### config.mk
export PLATFORM = sky130hd
export DESIGN_NAME = chnt_front
export DESIGN_NICKNAME = d
export VERILOG_FILES = /design/src/rtl/core/assert_macros.svh /design/src/rtl/core/chnt_pkg.sv /design/src/rtl/core/chnt_front.sv
export SDC_FILE = /design/constraint.sdc
export NUM_CORES = 1
export LEC_CHECK = 0
export ABC_AREA = 1
export BUFFER_PORTS_ARGS = -buffer_cell sky130_fd_sc_hd__buf_2
export CAP_MARGIN = 10
export CORE_MARGIN = 2
export CORE_UTILIZATION = 55
export DETAILED_ROUTE_END_ITERATION = 12
export MAX_ROUTING_LAYER = met4
export PLACE_DENSITY_LB_ADDON = 0.05
export SLEW_MARGIN = 20
export SYNTH_ARGS = -nofsm -noshare
export SYNTH_HDL_FRONTEND = slang
export SYNTH_SLANG_ARGS = --single-unit
export TNS_END_PERCENT = 30
### constraint.sdc
create_clock -name i_clk -period 3 [get_ports i_clk]
set_clock_uncertainty 0.15 [all_clocks]
set_input_delay 0.15 -clock i_clk [delete_from_list [all_inputs] [get_ports i_clk]]
set_output_delay 0.15 -clock i_clk [all_outputs]
set_load 0.01 [all_outputs]
### src/rtl/core/assert_macros.svh
// Assertion macros shared by the RTL of the name table unit.
// No dependencies; included by files that carry concurrent assertions.
`ifndef ASSERT_MACROS_SVH
`define ASSERT_MACROS_SVH

// Implication checked at every rising edge outside reset.
`define CHNT_ASSERT(label, clk, rst_n, prop, msg) \
    label: assert property (@(posedge clk) disable iff (!rst_n) prop) else $error(msg);

// Condition that must never be seen outside reset.
`define CHNT_NEVER(label, clk, rst_n, cond, msg) \
    label: assert property (@(posedge clk) disable iff (!rst_n) !(cond)) else $error(msg);

`endif

### src/rtl/core/chnt_pkg.sv
// Types, constants and codes of the chained hash name table unit.
// No dependencies; used by every module of the block except chnt_ram.
`default_nettype none
package chnt_pkg;
    localparam int NAME_LEN_DEF = 16;
    localparam int BUCKETS_DEF  = 64;
    localparam int ENTRIES_DEF  = 64;
    localparam int CHAR_W       = 7;
    localparam int TID_W        = 16;
    localparam int MODE_W       = 2;
    localparam int STATUS_W     = 2;
    localparam int HASH_W       = 32;
    localparam int QDEPTH       = 2;
    localparam logic [HASH_W-1:0] HASH_SEED = 32'd5381;
    localparam logic [MODE_W-1:0] MODE_REGISTER = 2'd0;
    localparam logic [MODE_W-1:0] MODE_WHOIS    = 2'd1;

    typedef enum logic [STATUS_W-1:0] {
        ST_OK   = 2'd0,
        ST_MISS = 2'd1,
        ST_FULL = 2'd2
    } t_status;

    typedef enum logic [3:0] {
        S_CLEAR,
        S_IDLE,
        S_MOD,
        S_BKT,
        S_BKTD,
        S_ERD,
        S_ECMP,
        S_FIN,
        S_LINK
    } t_state;

    typedef struct packed {
        logic clearing;
        logic busy;
    } t_bstat;
endpackage
`default_nettype wire

### src/rtl/core/chnt_front.sv
// Front of the name table: collects name characters and the djb2 hash.
// Depends on chnt_pkg; feeds whole requests into chnt_fifo.
`default_nettype none
module chnt_front #(
    parameter int NAME_LEN = chnt_pkg::NAME_LEN_DEF
) (
    input  wire logic                             i_clk,
    input  wire logic                             i_rst_n,
    input  wire logic                             i_valid,
    output logic                                  o_ready,
    input  wire logic [chnt_pkg::CHAR_W-1:0]      i_char,
    input  wire logic                             i_last,
    input  wire logic [chnt_pkg::MODE_W-1:0]      i_mode,
    input  wire logic [chnt_pkg::TID_W-1:0]       i_tid,
    input  wire logic                             i_q_full,
    input  wire chnt_pkg::t_bstat                 i_bstat,
    output logic                                  o_q_push,
    output logic [chnt_pkg::TID_W + chnt_pkg::MODE_W + NAME_LEN*chnt_pkg::CHAR_W
                  + chnt_pkg::HASH_W - 1:0]       o_q_data
);
    localparam int NW  = NAME_LEN * chnt_pkg::CHAR_W;
    localparam int LW  = $clog2(NAME_LEN + 1);
    localparam int NIW = (NAME_LEN > 1) ? $clog2(NAME_LEN) : 1;

    logic [LW-1:0]                r_len, n_len;
    logic [chnt_pkg::HASH_W-1:0]  r_hash, n_hash;
    logic [NW-1:0]                r_name, n_name;
    logic                         keep, accept;

    assign o_ready = !i_q_full && !i_bstat.clearing;
    assign accept  = i_valid && o_ready;
    assign keep    = (i_char != '0) && (r_len < LW'(NAME_LEN));

    always_comb begin
        n_len  = r_len;
        n_hash = r_hash;
        n_name = r_name;
        if (keep) begin
            n_len  = r_len + 1'b1;
            n_hash = (r_hash << 5) + r_hash
                   + {{(chnt_pkg::HASH_W - chnt_pkg::CHAR_W){1'b0}}, i_char};
            for (int i = 0; i < NAME_LEN; i++) begin
                if (r_len[NIW-1:0] == NIW'(i)) begin
                    n_name[i*chnt_pkg::CHAR_W +: chnt_pkg::CHAR_W] = i_char;
                end
            end
        end
    end

    assign o_q_push = accept && i_last;
    assign o_q_data = {i_tid, i_mode, n_name, n_hash};

    always_ff @(posedge i_clk) begin
        if (!i_rst_n) begin
            r_len  <= '0;
            r_hash <= chnt_pkg::HASH_SEED;
            r_name <= '0;
        end else if (accept) begin
            if (i_last) begin
                r_len  <= '0;
                r_hash <= chnt_pkg::HASH_SEED;
                r_name <= '0;
            end else begin
                r_len  <= n_len;
                r_hash <= n_hash;
                r_name <= n_name;
            end
        end
    end
endmodule
`default_nettype wire

* Word-level counts from Yosys, hierarchy flattened *
Index checks and enable logic that the tools add are counted.

word-level totals
  register bits after elaboration = 149
  bits of input ports = 32
  output and inout port bits = 164
  logic and storage cells = 54

operators by class
  add/sub/neg operators = 3
  $lt $le $gt $ge = 1
  eq/ne operators = 15
  multiplexer cells = 22
  reductions and logical operators = 10

operators by type and width
  cell                 number
  $mux 112             2
  $mux 7               16
  $mux 32              2
  $add 32x32->32       1
  $add 32x7->32        1
  $eq 4x4->1 const B   8
  $eq 4x3->1 const B   4
  $mux 5               2
  $eq 4x2->1 const B   2
  $reduce_bool 7->1    1
  $add 5x1->5 const B  1
  $lt 5x5->1 const B   1
  $eq 4x1->1 const B   1
  $logic_and 1x1->1    4
  $logic_not 4->1      1
  $logic_not 1->1      2
  $reduce_and 2->1     1
  $reduce_bool 2->1    1

* Depth between registers and ports, before layout *
  depth in word-level cells = 4
  mapped depth = 17

* Least setup slack after synthesis *
No wires, ideal clock.

  path kind = reg2reg
  from = register r_hash[0] (netlist name)
  to = register r_hash[11] (netlist name)
  setup time = 0.070 ns
  arrival time = 2.343 ns
  data required time = 2.780 ns
  slack = 0.436 ns
  cell stages (with the launch flop) = 15
  path buffers = 0
  cells stage by stage = dfxtp_1 inv_1 fa_1 inv_1 ha_1 nand2_1 inv_1 nand2_1 nand2_1 nand2_1 nand3b_1 xnor2_1 o21ai_0 nand2_1 a21oi_1

RTL lines
  item                      RTL line          source
  start: declaration        chnt_front.sv:26  logic [chnt_pkg::HASH_W-1:0] r_hash, n_hash;
  start signal: assignment  chnt_front.sv:56  r_hash <= chnt_pkg::HASH_SEED;
  start signal: assignment  chnt_front.sv:61  r_hash <= chnt_pkg::HASH_SEED;
  start signal: assignment  chnt_front.sv:65  r_hash <= n_hash;

==> impl_metrics.tcl <==
set metrics [dict create \
    status "finished with violations" \
    violations "negative setup slack" \
    worstSetupPathType "flop to output port" \
    start_util 0.556 \
    clk_latency_ns 0.43 \
    drive_gt1_frac 0.267 \
    final_cell_mix "nand2_1 (598), inv_1 (194), buf_2 (151), dfxtp_1 (126), mux2i_1 (105)" \
    area_growth_pct 18.1 \
    netlist_top_cells_area "dfxtp_1 (26%), nand2_1 (21%), mux2i_1 (9.0%), ha_1 (6.8%), inv_1 (6.5%)" \
    maxSlewHeadroom 0.491 \
    dpl.hpwl_microns 22200 \
    startpoint_type "flop" \
    post-route-min-period_ns 3.12 \
    die_h_microns 149 \
    place.gp.congestion 0.891 \
    hold_path.class "primary input to flop" \
    critPathMaxFanout 4 \
    synthDistinctLibCells 32 \
    grtUsageTotal 0.306 \
    via_per_inst 5.22 \
    synth-seq-area-share 0.257 \
    syn_avg_cell_area_sq_um 6.42 \
    first_global_vias 10537 \
    maxSlewViolCount 0 \
    final_common_cell "nand2_1" \
    fill_cells 2002 \
    core-area_sq_mm 0.0209 \
    port_buffers 158 \
    synthCells 1809 \
    crit_slowest_cell "fa_1" \
    vias 11524 \
    antenna_found_initial 1 \
    dr.pass1.iters 5 \
    drv_cap 0 \
    crit_required_ns 2.70 \
    timing.fmax_mhz 320 \
    drt-total-wl_microns 33400 \
    slowest_delay_ns 0.51 \
    synth_nets 1907 \
    setup_ws_ns -0.121 \
    end_kind "output port" \
    dieArea_sq_mm 0.0223 \
    io_pins 196 \
    final_antenna_net_count 0 \
    grt_overflow 0 \
    clock-sinks 149 \
    drt_iter0_drc 805 \
    setup_viol 18 \
    yosysTopAreaCell "dfxtp_1" \
    rows 53 \
    netlist_area_sq_mm 0.0116 \
    wl_per_cell_microns 15.1 \
    htreeDepth 4 \
    finalHoldViolCount 0 \
    nets 2016 \
    worstPathCellList "inv_2, fa_1, inv_2, ha_4, nand2_2, nand2_4, inv_2, nand2_1, nand2_1, nand3b_1, buf_4, xnor2_1, o21ai_1, buf_2" \
    worst_pin_slew_ns 0.763 \
    ys_seq_elements 149 \
    remaining_drc_errors 0 \
    yosys_warnings 0 \
    rsz0062_at_grt "yes" \
    worstPathArrival_ns 2.82 \
    power_density_mw_per_mm2 359 \
    postLayoutCoreUtil 0.656 \
    fin_crit_sh 1.04 \
    grt_pass1_wl_microns 53100 \
    path_common_cell "inv_2" \
    grt_start_max_net_pins 107 \
    p_leak_nw 8.04 \
    cts-root-buf "clkbuf_16" \
    clockBufferDepth 2 \
    die_w_microns 149 \
    synth_top_area_share 0.257 \
    cts_tree "done" \
    tns_ns -0.722 \
    cts_made_buffers 17 \
    worst_ir_drop_vdd_mv 0.361 \
    path_clk_slew_ns 0.07 \
]
## power breakdown
| part | leakage, nW | internal, mW | switching, mW |
|---|---|---|---|
| Sequential | 1.21 | 1.99 | 0.0140 |
| Clock | 0.298 | 1.21 | 1.03 |
| Combinational | 6.54 | 0.239 | 0.440 |
| Total | 8.04 | 3.44 | 1.48 |
## worst max-delay path, delay by kind of cell (launching register included)
family	cells	cell delay [ns]
and+or+nand+nor	5	0.42
AOI/OAI and AO/OA	1	0.21
buffers and inverters	5	0.52
adders and majority gates	2	0.78
xor gates and xnor gates	1	0.12
DFF	1	0.35
## flip-flops by register name, indices dropped and copies added, names as in the netlist
register,cells
r_name,112
r_hash,32
r_len,5
## metal layers
metal	track usage	share of wire	vias to the layer above	wire, microns
met2	0.488	0.46	319	15500
li1	-	-	5926	-
met5	-	0	-	0
met1	0.397	0.45	5218	15000
met3	0.0569	0.065	61	2180
met4	0.0867	0.022	0	748
## final timing paths
check | endpoint | cells after the start | start | slack (ns)
setup / recovery | o_q_data[10] | 14 | r_hash[5] | -0.12
setup reg to reg | r_hash[31] | 20 | r_hash[5] | 0.03
hold / removal | r_len[4] | 3 | i_rst_n | 0.05
hold reg to reg | r_name[110] | 2 | r_name[110] | 0.32
## timing repair
action	in CTS	in global routing
gates resized for setup	55	116
endpoints found under the setup margin	26	110
pin swaps	14	38
hold endpoints to repair	3	0
setup buffers	8	4
hold buffers	2	0
## through the flow
step	std cells	total power, mW	hold WS, ns	worst slack [ns]	area (sq um)
finish	2207	4.92	0.0461	-0.121	13700
global route	2207	5.09	0.0740	-0.247	13700
CTS	2202	4.90	0.0186	-0.0736	13300
detailed placement	2160	2.63	0.150	0.104	12400
global placement	2160	2.63	0.150	0.0974	12400
floorplan	1809	2.45	0.178	0.436	11600
## final cells by class
class                           instances  area (sq um)  area share
Antenna cell                            1          2.50    0.000182
Clock buffer                           18           439      0.0320
Clock inverter                         14           160      0.0117
Inverter                              259           993      0.0725
Multi-Input combinational cell       1295          7550       0.550
Sequential cell                       149          3020       0.220
Tap cell                              275           344      0.0251
Timing Repair Buffer                  196          1210      0.0881
## synth_stat cells
| cell type | instances |
|---|---|
| a21oi_1 | 102 |
| o21ai_0 | 18 |
| a21o_1 | 1 |
| inv_1 | 200 |
| nand4_1 | 2 |
| o211ai_1 | 5 |
| fa_1 | 3 |
| xor2_1 | 2 |
| nand2_1 | 641 |
| or2_2 | 17 |
| nand3b_1 | 3 |
| mux2i_1 | 105 |
| and2_1 | 14 |
| o21ai_1 | 99 |
| clkinv_1 | 1 |
| o21bai_1 | 2 |
| buf_2 | 29 |
| xnor2_1 | 9 |
| nor4_2 | 1 |
| ha_1 | 63 |
| nor3_1 | 5 |
| o21ai_2 | 5 |
| buf_4 | 18 |
| inv_2 | 58 |
| a21oi_2 | 65 |
| buf_6 | 14 |
| o21a_1 | 3 |
| dfxtp_1 | 149 |
| clkbuf_1 | 45 |
| nand2_2 | 5 |
| nor2_1 | 52 |
| nand3_1 | 73 |
## cell families after synthesis
group	synth area share
and+or+nand+nor	0.281
buffers and inverters	0.136
AOI/OAI and AO/OA	0.154
DFF	0.257
muxes	0.0905
adders and majority gates	0.0730
xor gates and xnor gates	0.00830
Note: power is estimated with default switching activity, not from simulation.
