### config.mk
export PLATFORM = sky130hd
export DESIGN_NAME = chnt_fifo
export DESIGN_NICKNAME = d
export VERILOG_FILES = /design/src/rtl/core/assert_macros.svh /design/src/rtl/core/chnt_pkg.sv /design/src/rtl/core/chnt_fifo.sv
export SDC_FILE = /design/constraint.sdc
export NUM_CORES = 1
export LEC_CHECK = 0
export ABC_CLOCK_PERIOD_IN_PS = 1250
export BUFFER_PORTS_ARGS = -buffer_cell sky130_fd_sc_hd__buf_2
export CORE_MARGIN = 2
export CORE_UTILIZATION = 30
export CTS_BUF_LIST = sky130_fd_sc_hd__clkbuf_8
export CTS_CLUSTER_SIZE = 14
export DETAILED_ROUTE_END_ITERATION = 12
export HOLD_SLACK_MARGIN = 0.03
export PLACE_DENSITY = 0.53
export SETUP_SLACK_MARGIN = 0.02
export SYNTH_ARGS = -nofsm -noshare
export SYNTH_HDL_FRONTEND = slang
export SYNTH_SLANG_ARGS = --single-unit
### constraint.sdc
create_clock -name i_clk -period 1.25 [get_ports i_clk]
set_input_delay 0.125 -clock i_clk [delete_from_list [all_inputs] [get_ports i_clk]]
set_output_delay 0.125 -clock i_clk [all_outputs]
set_load 0.01 [all_outputs]
### src/rtl/core/assert_macros.svh
// Assertion macros shared by the RTL of the name table unit.
// No dependencies; included by files that carry concurrent assertions.
`ifndef ASSERT_MACROS_SVH
`define ASSERT_MACROS_SVH

// Implication checked at every rising edge outside reset.
`define CHNT_ASSERT(label, clk, rst_n, prop, msg) \
    label: assert property (@(posedge clk) disable iff (!rst_n) prop) else $error(msg);

// Condition that must never be seen outside reset.
`define CHNT_NEVER(label, clk, rst_n, cond, msg) \
    label: assert property (@(posedge clk) disable iff (!rst_n) !(cond)) else $error(msg);

`endif

### src/rtl/core/chnt_pkg.sv
// Types, constants and codes of the chained hash name table unit.
// No dependencies; used by every module of the block except chnt_ram.
`default_nettype none
package chnt_pkg;
    localparam int NAME_LEN_DEF = 16;
    localparam int BUCKETS_DEF  = 64;
    localparam int ENTRIES_DEF  = 64;
    localparam int CHAR_W       = 7;
    localparam int TID_W        = 16;
    localparam int MODE_W       = 2;
    localparam int STATUS_W     = 2;
    localparam int HASH_W       = 32;
    localparam int QDEPTH       = 2;
    localparam logic [HASH_W-1:0] HASH_SEED = 32'd5381;
    localparam logic [MODE_W-1:0] MODE_REGISTER = 2'd0;
    localparam logic [MODE_W-1:0] MODE_WHOIS    = 2'd1;

    typedef enum logic [STATUS_W-1:0] {
        ST_OK   = 2'd0,
        ST_MISS = 2'd1,
        ST_FULL = 2'd2
    } t_status;

    typedef enum logic [3:0] {
        S_CLEAR,
        S_IDLE,
        S_MOD,
        S_BKT,
        S_BKTD,
        S_ERD,
        S_ECMP,
        S_FIN,
        S_LINK
    } t_state;

    typedef struct packed {
        logic clearing;
        logic busy;
    } t_bstat;
endpackage
`default_nettype wire

### src/rtl/core/chnt_fifo.sv
// Short request queue between the front and the back of the name table.
// Depends on chnt_pkg for its depth.
`default_nettype none
module chnt_fifo #(
    parameter int W = 8
) (
    input  wire logic         i_clk,
    input  wire logic         i_rst_n,
    input  wire logic         i_push,
    input  wire logic [W-1:0] i_data,
    input  wire logic         i_pop,
    output logic [W-1:0]      o_data,
    output logic              o_full,
    output logic              o_empty
);
    localparam int PW = (chnt_pkg::QDEPTH > 1) ? $clog2(chnt_pkg::QDEPTH) : 1;
    localparam int CW = $clog2(chnt_pkg::QDEPTH + 1);

    logic [W-1:0]  r_buf [chnt_pkg::QDEPTH];
    logic [PW-1:0] r_wr, r_rd;
    logic [CW-1:0] r_cnt;

    assign o_data  = r_buf[r_rd];
    assign o_full  = (r_cnt == CW'(chnt_pkg::QDEPTH));
    assign o_empty = (r_cnt == '0);

    always_ff @(posedge i_clk) begin
        if (!i_rst_n) begin
            r_wr  <= '0;
            r_rd  <= '0;
            r_cnt <= '0;
        end else begin
            if (i_push) begin
                r_buf[r_wr] <= i_data;
                r_wr <= (r_wr == PW'(chnt_pkg::QDEPTH - 1)) ? '0 : r_wr + 1'b1;
            end
            if (i_pop) begin
                r_rd <= (r_rd == PW'(chnt_pkg::QDEPTH - 1)) ? '0 : r_rd + 1'b1;
            end
            if (i_push && !i_pop) begin
                r_cnt <= r_cnt + 1'b1;
            end else if (!i_push && i_pop) begin
                r_cnt <= r_cnt - 1'b1;
            end
        end
    end
endmodule
`default_nettype wire

; ---- After elaboration in Yosys (flattened, before gate mapping)
; Memory sizes are Yosys's and may differ from the RTL's. A register that Yosys moved wholly into a read port is not among the register bits.
; Cells that the tools add are included.
[totals]
regBits = 4
ram_bits = 16
mem_count = 1
[classes]
addsub = 4
n_eq_ne = 1
n_mux = 9
reduce_logical = 6
[mem_list]
columns = name, words, word_bits, rd, rd_clocked_by_memory_dff, wr, line_no
row1 = r_buf, 2, 8, 1, 1, 1, chnt_fifo.sv:19  ; logic [W-1:0] r_buf [chnt_pkg::QDEPTH];
[ops]
columns = op, n
row1 = $mux W1, 7
row2 = $mux W2, 2
row3 = $add A1 B1 Y1 const B, 2
row4 = $add A2 B1 Y2 const B, 1
row5 = $eq A2 B2 Y1 const B, 1
row6 = $logic_and A1 B1 Y1, 2
row7 = $logic_not A1 Y1, 2
row8 = $logic_not A2 Y1, 1
row9 = $reduce_bool A2 Y1, 1
row10 = $sub A2 B1 Y2 const B, 1

; ---- Depth between registers and ports, before layout
; Gate-level depths: netlist of run 1.
[logic_depth]
word_depth = 4
depth_mapped = 5
depth_no_buf = 5

; ---- Least setup slack after synthesis of run 1
; Ideal clock, no wire load.
[synth_timing]
path_kind = reg2reg
startpoint = register r_wr
endpoint = memory r_buf[0][0], enable pin
setup_time_ns = 0.370
t_arrival_ns = 0.694
required_ns = 0.880
slack_ns = 0.186
path_stages_with_launch = 2
n_path_buf = 0
period_less_slack_ns = 1.064
cell_sequence = dfxtp_1 nor2_1
[synth_rtl]
columns = item, line_no
row1 = start: declaration, chnt_fifo.sv:20  ; logic [PW-1:0] r_wr, r_rd;
row2 = start signal: assignment, chnt_fifo.sv:35  ; r_wr <= (r_wr == PW'(chnt_pkg::QDEPTH - 1)) ? '0 : r_wr + 1'b1;
row3 = end: declaration, chnt_fifo.sv:19
; No word-level cell before the write port.

==> metrics.txt, run 1 <==
remaining antenna violation count after routing 0; Synthesis Warnings 0; Tmin final around 1.3 ns; most frequent cells in the layout 16 x edfxtp_1, 13 x buf_2, 8 x mux2_4, 8 x buf_6; Total Nets Final between 80 and 90; GR Util All Layers 8.379%; startpoint types register; violated checks negative setup slack; I/O pins 22; clock latency on the worst-skew pair ~0.25 ns; Synth Net Count 61; Reg2Reg Setup Slack approximately 0.20 ns; H-tree depth 1; final setup vio count 8; row count 18; synthesis-to-layout area growth 37.52%; Port Buf Inserts 21; Max stage delay on crit path 0.34 ns; RR Endpoint r_cnt[1]; CP max stage cell dfxtp_2; Peak VDD IR ~0.00055 V; Crit path buffers/inverters 2; via count around 460; Cell Pwr Density between 1000 and 1500 nW/um^2; Max Transition Viols Final 0; share of post-route cells with drive strength above 1 roughly half; GPL Wtd Cong just over 0.6; critical path, cell by cell buf_12, mux2_4, buf_6; crit-path max FO 8; Async SR Flop Fraction 0%; Synth Area in Adders under 10%; largest net degree at the start of global routing 12; mapped cell area 797.0 sq um; outcome finished, violations left; Inserted Clock Buffers 3; Fin. Hold Viols 0; cells on worst reg2reg path 3; vias in the first global route 445; crit-path leading delay family flip-flops; post-route cell area ~1100 sq um; placed cell area 969.7 sq um; simple-gate share of the synthesized area roughly 7.2%; CP required between 1 and 1.5 ns; Syn Area/Cell approximately 17 sq um; xor and xnor fraction of the mapped netlist area under 10%; largest family of logic cells by synthesized area multiplexers; Hold Crit Class in2reg; n_diodes 0; most common cell after layout, fill and taps aside edfxtp_1; clock skew 0.0009830 ns; Vias/cell ~4.4; Post-Syn Instances 48; CP Class reg2out; GR Overflow Total 0; DRT Pass-1 Iters 2; Std-Cell Core Area approximately 2500 sq um; crit share post-route 102.0%; Routed WL per cell roughly 12 um; CP Capture Type output pin; hold path cells 1; #FFs+latches synth 21; height of the die roughly 56 um; Die Span X 55.55 um; Synth Flop Type edfxtp_1; register area share after synthesis 72.84%; clk sinks 21; RSZ-0062 raised after global routing true; worst setup path end o_data[7]; Worst-Margin Slew ~0.17 ns; P_leak around 0.46 nW; Cell variety after synth 16; CTS tree yes; Final WS setup -0.02510 ns; Hold Worst Slack 0.06361 ns; Initial DRC Count 4; Residual DRC 0; CP arrival approximately 1.2 ns; clock tree buffer depth 2; first-pass GRT wire length 1.938 mm; reg2reg start r_cnt[0]; mux cell area share after synthesis 11.30%; FMAX just under 0.8 GHz; CTS Root Cell clkbuf_8; maxcap violations 0; Stages on worst setup path 3; CTS clock-pin slew for the worst setup and hold paths ~0.07 ns; initial antenna violation count 0; Synth Area in Compound Gates between 1.5 and 2%; Detailed Route WL between 1 and 1.5 mm; Initial Util about a third; Max-slew headroom 88.63%; die area between 3000 and 4000 sq um; Post-synth EDFFs 16
cell usage after synthesis, types with 2 or more instances:
cell | count | area (sq um)
edfxtp_1 | 16 | 480.5
mux2_2 | 8 | 90.09
dfxtp_1 | 5 | 100.1
and2_1 | 4 | 25.02
xor2_1 | 3 | 26.28
nor2_1 | 2 | 7.510
worst reg2reg max path, cell delays in order, from the launching register on:
cell	delay [ns]
dfxtp_1	0.35
xor2_1	0.18
or3_1	0.31
a21boi_1	0.15
power breakdown:
group | internal (mW) | switching, mW | total (mW)
Clock | 0.218 | 0.190 | 0.407
Combinational | 0.148 | 0.0938 | 0.241
Sequential | 0.794 | 0.0224 | 0.816
repair_timing:
action | 4_1_cts | 5_1_grt
resized for setup | 17 | 0
buffers inserted | 0 | 0
hold buffers | 0 | 0
endpoints found under the setup margin | 8 | 8
cell families (layout without fill, tap and decap cells):
family	Yosys count	count (layout)
AOI/OAI and AO/OA	2	2
and+or+nand+nor	10	10
xor gates and xnor gates	4	4
muxes	8	8
DFF	21	21
adders and majority gates	1	1
buffers and inverters	2	29
registers in the layout (all words and copies together) (netlist names), named ones only:
name,flops
r_buf,16
r_cnt,2
r_rd,1
r_wr,1
worst min-delay path by stage:
stage | from | to | slack [ns]
floorplan | i_data[0] | r_buf[0][0] | 0.22
global placement | i_data[3] | r_buf[0][3] | 0.31
detailed placement | i_data[3] | r_buf[1][3] | 0.32
CTS | i_data[3] | r_buf[0][3] | 0.06
global route | i_data[7] | r_buf[1][7] | 0.05
finish | i_data[7] | r_buf[0][7] | 0.06
stage by stage:
step | setup TNS, ns | utilization, % | setup slack, ns | power (mW) | instances
after floorplan | 0 | - | 0.1860 | 0.9360 | 48
after global placement | 0 | 38.79 | 0.1123 | 1.023 | 101
after detailed placement | 0 | 38.79 | 0.09464 | 1.027 | 101
after CTS | -0.3246 | 43.84 | -0.04581 | 1.497 | 105
after global routing | -0.5187 | 43.84 | -0.06927 | 1.548 | 105
final | -0.1772 | 43.84 | -0.02510 | 1.465 | 105
per-layer routing:
metal | vias up | track usage [%] | share of wire, %
li1 | 225 | - | -
met1 | 214 | 9.985 | 43
met2 | 16 | 12.76 | 49
met3 | 2 | 3.044 | 7.6
met4 | 0 | 5.226 | 0.82
met5 | - | 0 | 0
layout make-up:
cell class                 count  area, sq um
sequential                    21        581.8
timing repair buffer          24        190.2
fill                         236         1404
inverter                       1        3.754
tap                           30        37.54
clock buffer                   3        41.29
multi-input combinational     25        237.7
clock inverter                 1        3.754
Note: power is estimated with default switching activity, not from simulation.
==> run 2, diff against run 1 <==
--- a/config.mk
+++ b/config.mk
@@ -13,7 +13,7 @@
 export CTS_CLUSTER_SIZE = 14
 export DETAILED_ROUTE_END_ITERATION = 12
 export HOLD_SLACK_MARGIN = 0.03
-export PLACE_DENSITY = 0.53
+export REMOVE_ABC_BUFFERS = 1
 export SETUP_SLACK_MARGIN = 0.02
 export SYNTH_ARGS = -nofsm -noshare
 export SYNTH_HDL_FRONTEND = slang
==> run 2 against run 1 <==
Effect of this change:
- the flow still finishes with violations (negative setup slack)
- via count fell by 1.5%
- first-iteration DRC count is 25% lower
- hold slack got worse by 0.0024 ns
- non-clock buffer count is 1 lower
- design area down 1.1%
- cell count decreased by 0.95%
- global-route usage up 0.28 points
- register-to-register slack got worse by 0.05 ns
- combinational power is essentially flat
- critical endpoint is now o_data[6]
- clock power grew 2%
- sequential share of layout area rose by 0.61 points
==> metrics.txt, run 2 (synthesis gave the netlist of run 1 again) <==
CP Class reg2out; Tmin final 1.278 ns (+0.003116 ns); GR Overflow Total 0 (unchanged); placed insts 100 (-0.99%); Tot Pwr 1.467 mW (+0.12%); clock latency on the worst-skew pair 0.25 ns (about the same); synthesis-to-layout area growth 35.95%; CP arrival 1.15 ns (about the same); Resized Gates After CTS 19 (+2); Total Nets Final 88 (-1.1%); Hold Crit Class in2reg; H-tree depth 1 (unchanged); Worst-Margin Slew 0.3854 ns (+0.2151 ns); largest net degree at the start of global routing 12 (unchanged); CTS tree yes; share of post-route cells with drive strength above 1 48.65% (-0.68 points); initial antenna violation count 0 (unchanged); clock tree buffer depth 2 (unchanged); Crit path buffers/inverters 2 (unchanged); HPWL after DPL about 900 um; Initial Util 31.88% (unchanged); P_leak 0.4545 nW (-1.5%); Std-Cell Core Area 2500 sq um (unchanged); crit-path max FO 8 (unchanged); Cell Pwr Density 1354 nW/um^2 (+1.3%); Setup Fix Bufs, Post-CTS 0 (unchanged); most common cell after layout, fill and taps aside edfxtp_1; startpoint types register; CTS Hold Buffers Added 0 (unchanged); most frequent cells in the layout 16 x edfxtp_1, 13 x buf_2, 8 x mux2_4, 8 x buf_6; Inserted Clock Buffers 3 (unchanged); Max-slew headroom 74.31% (-14 points); Detailed Route WL 1.235 mm (+0.73%); height of the die 55.55 um (unchanged); die area 3085 sq um (unchanged); violated checks negative setup slack; FMAX 0.7823 GHz (-0.24%); Residual DRC 0 (unchanged); CP Capture Type output pin; Layout fillers 248 (+5.1%); Hold Worst Slack 0.06126 ns (-0.002350 ns); Port Buf Inserts 21 (unchanged); Reg2Reg Setup Slack 0.15 ns (-0.05 ns); I/O pins 22 (unchanged); CTS clock-pin slew for the worst setup and hold paths 0.07 ns (about the same); RSZ-0062 raised after global routing true; via count 450 (-1.5%); DRT Pass-1 Iters 2 (unchanged); Max stage delay on crit path 0.33 ns (about the same); outcome finished, violations left; critical path, cell by cell buf_8, mux2_4, buf_6; CP required 1.12 ns (about the same); area of the multi-input gates 237.7 sq um (unchanged); Routed WL per cell 11.88 um (+1.7%); GR Util All Layers 8.661% (+0.28 points); remaining antenna violation count after routing 0 (unchanged); first-pass GRT wire length 2.042 mm (+5.4%); final setup vio count 8 (unchanged); GPL Wtd Cong 0.6431 (+4.9%); Initial DRC Count 3 (-1); vias in the first global route 460 (+3.4%); clock skew 0.0005544 ns (-0.0004285 ns); Cell Count, Final, Fillers Out 104 (-0.95%); Fin. Hold Viols 0 (unchanged); largest reg by FF count r_buf; Peak VDD IR 0.0005587 V (+1.3%); FF+latch area 581.8 sq um (unchanged); n_diodes 0 (unchanged); CP max stage cell dfxtp_2; maxcap violations 0 (unchanged); CTS Root Cell clkbuf_8; largest registers r_buf (16), r_cnt (2); row count 18 (unchanged); Max Transition Viols Final 0 (unchanged); Vias/cell 4.327 (-0.58%); clk sinks 21 (unchanged); Final WS setup -0.02822 ns (-0.003116 ns); Layout Utilization 43.34% (-0.50 points); crit-path leading delay family flip-flops; Largest register FFs 16 (unchanged); Die Span X 55.55 um (unchanged); total negative slack -0.1911 ns (-0.01381 ns); crit share post-route 102.3% (+0.25 points)
-- run 2: stage by stage --
| stage | worst slack, ns | area [sq um] |
|---|---|---|
| floorplan | 0.1860 | 792.0 |
| global placement | 0.1114 | 949.7 |
| detailed placement | 0.07322 | 949.7 |
| CTS | -0.04559 | 1084 |
| global route | -0.06618 | 1084 |
| finish | -0.02822 | 1084 |
-- run 2: worst paths after layout --
check	endpoint	cells past startpoint	from
setup / recovery	o_data[6]	3	register
setup reg to reg	r_buf[1][4]	1	r_wr
hold reg to reg	r_cnt[1]	2	r_cnt[1]
hold / removal	r_buf[0][1]	1	i_data[1]
-- run 2: final cells by class --
cell class,instances,share of cell area [%]
inverters,1,0.3464
well taps,30,3.464
repair buffers,23,16.40
flip-flops and latches,21,53.70
clock inverters,1,0.3464
clock buffers,3,3.811
multi-input cells,25,21.94
-- run 2: where the power goes --
group | switching, mW | leakage [nW] | internal, mW | total [mW]
Combinational | 0.0949 | 0.239 | 0.143 | 0.238
Clock | 0.197 | 0.0269 | 0.218 | 0.415
Sequential | 0.0209 | 0.189 | 0.793 | 0.814
-- run 2: routing by layer --
layer | part of all wire (%) | track usage [%] | vias to the layer above
met2 | 50 | 14.12 | 15
li1 | - | - | 222
met3 | 8.1 | 3.044 | 0
met4 | 0 | 4.181 | 0
met1 | 41 | 10.09 | 213
met5 | 0 | 0 | -
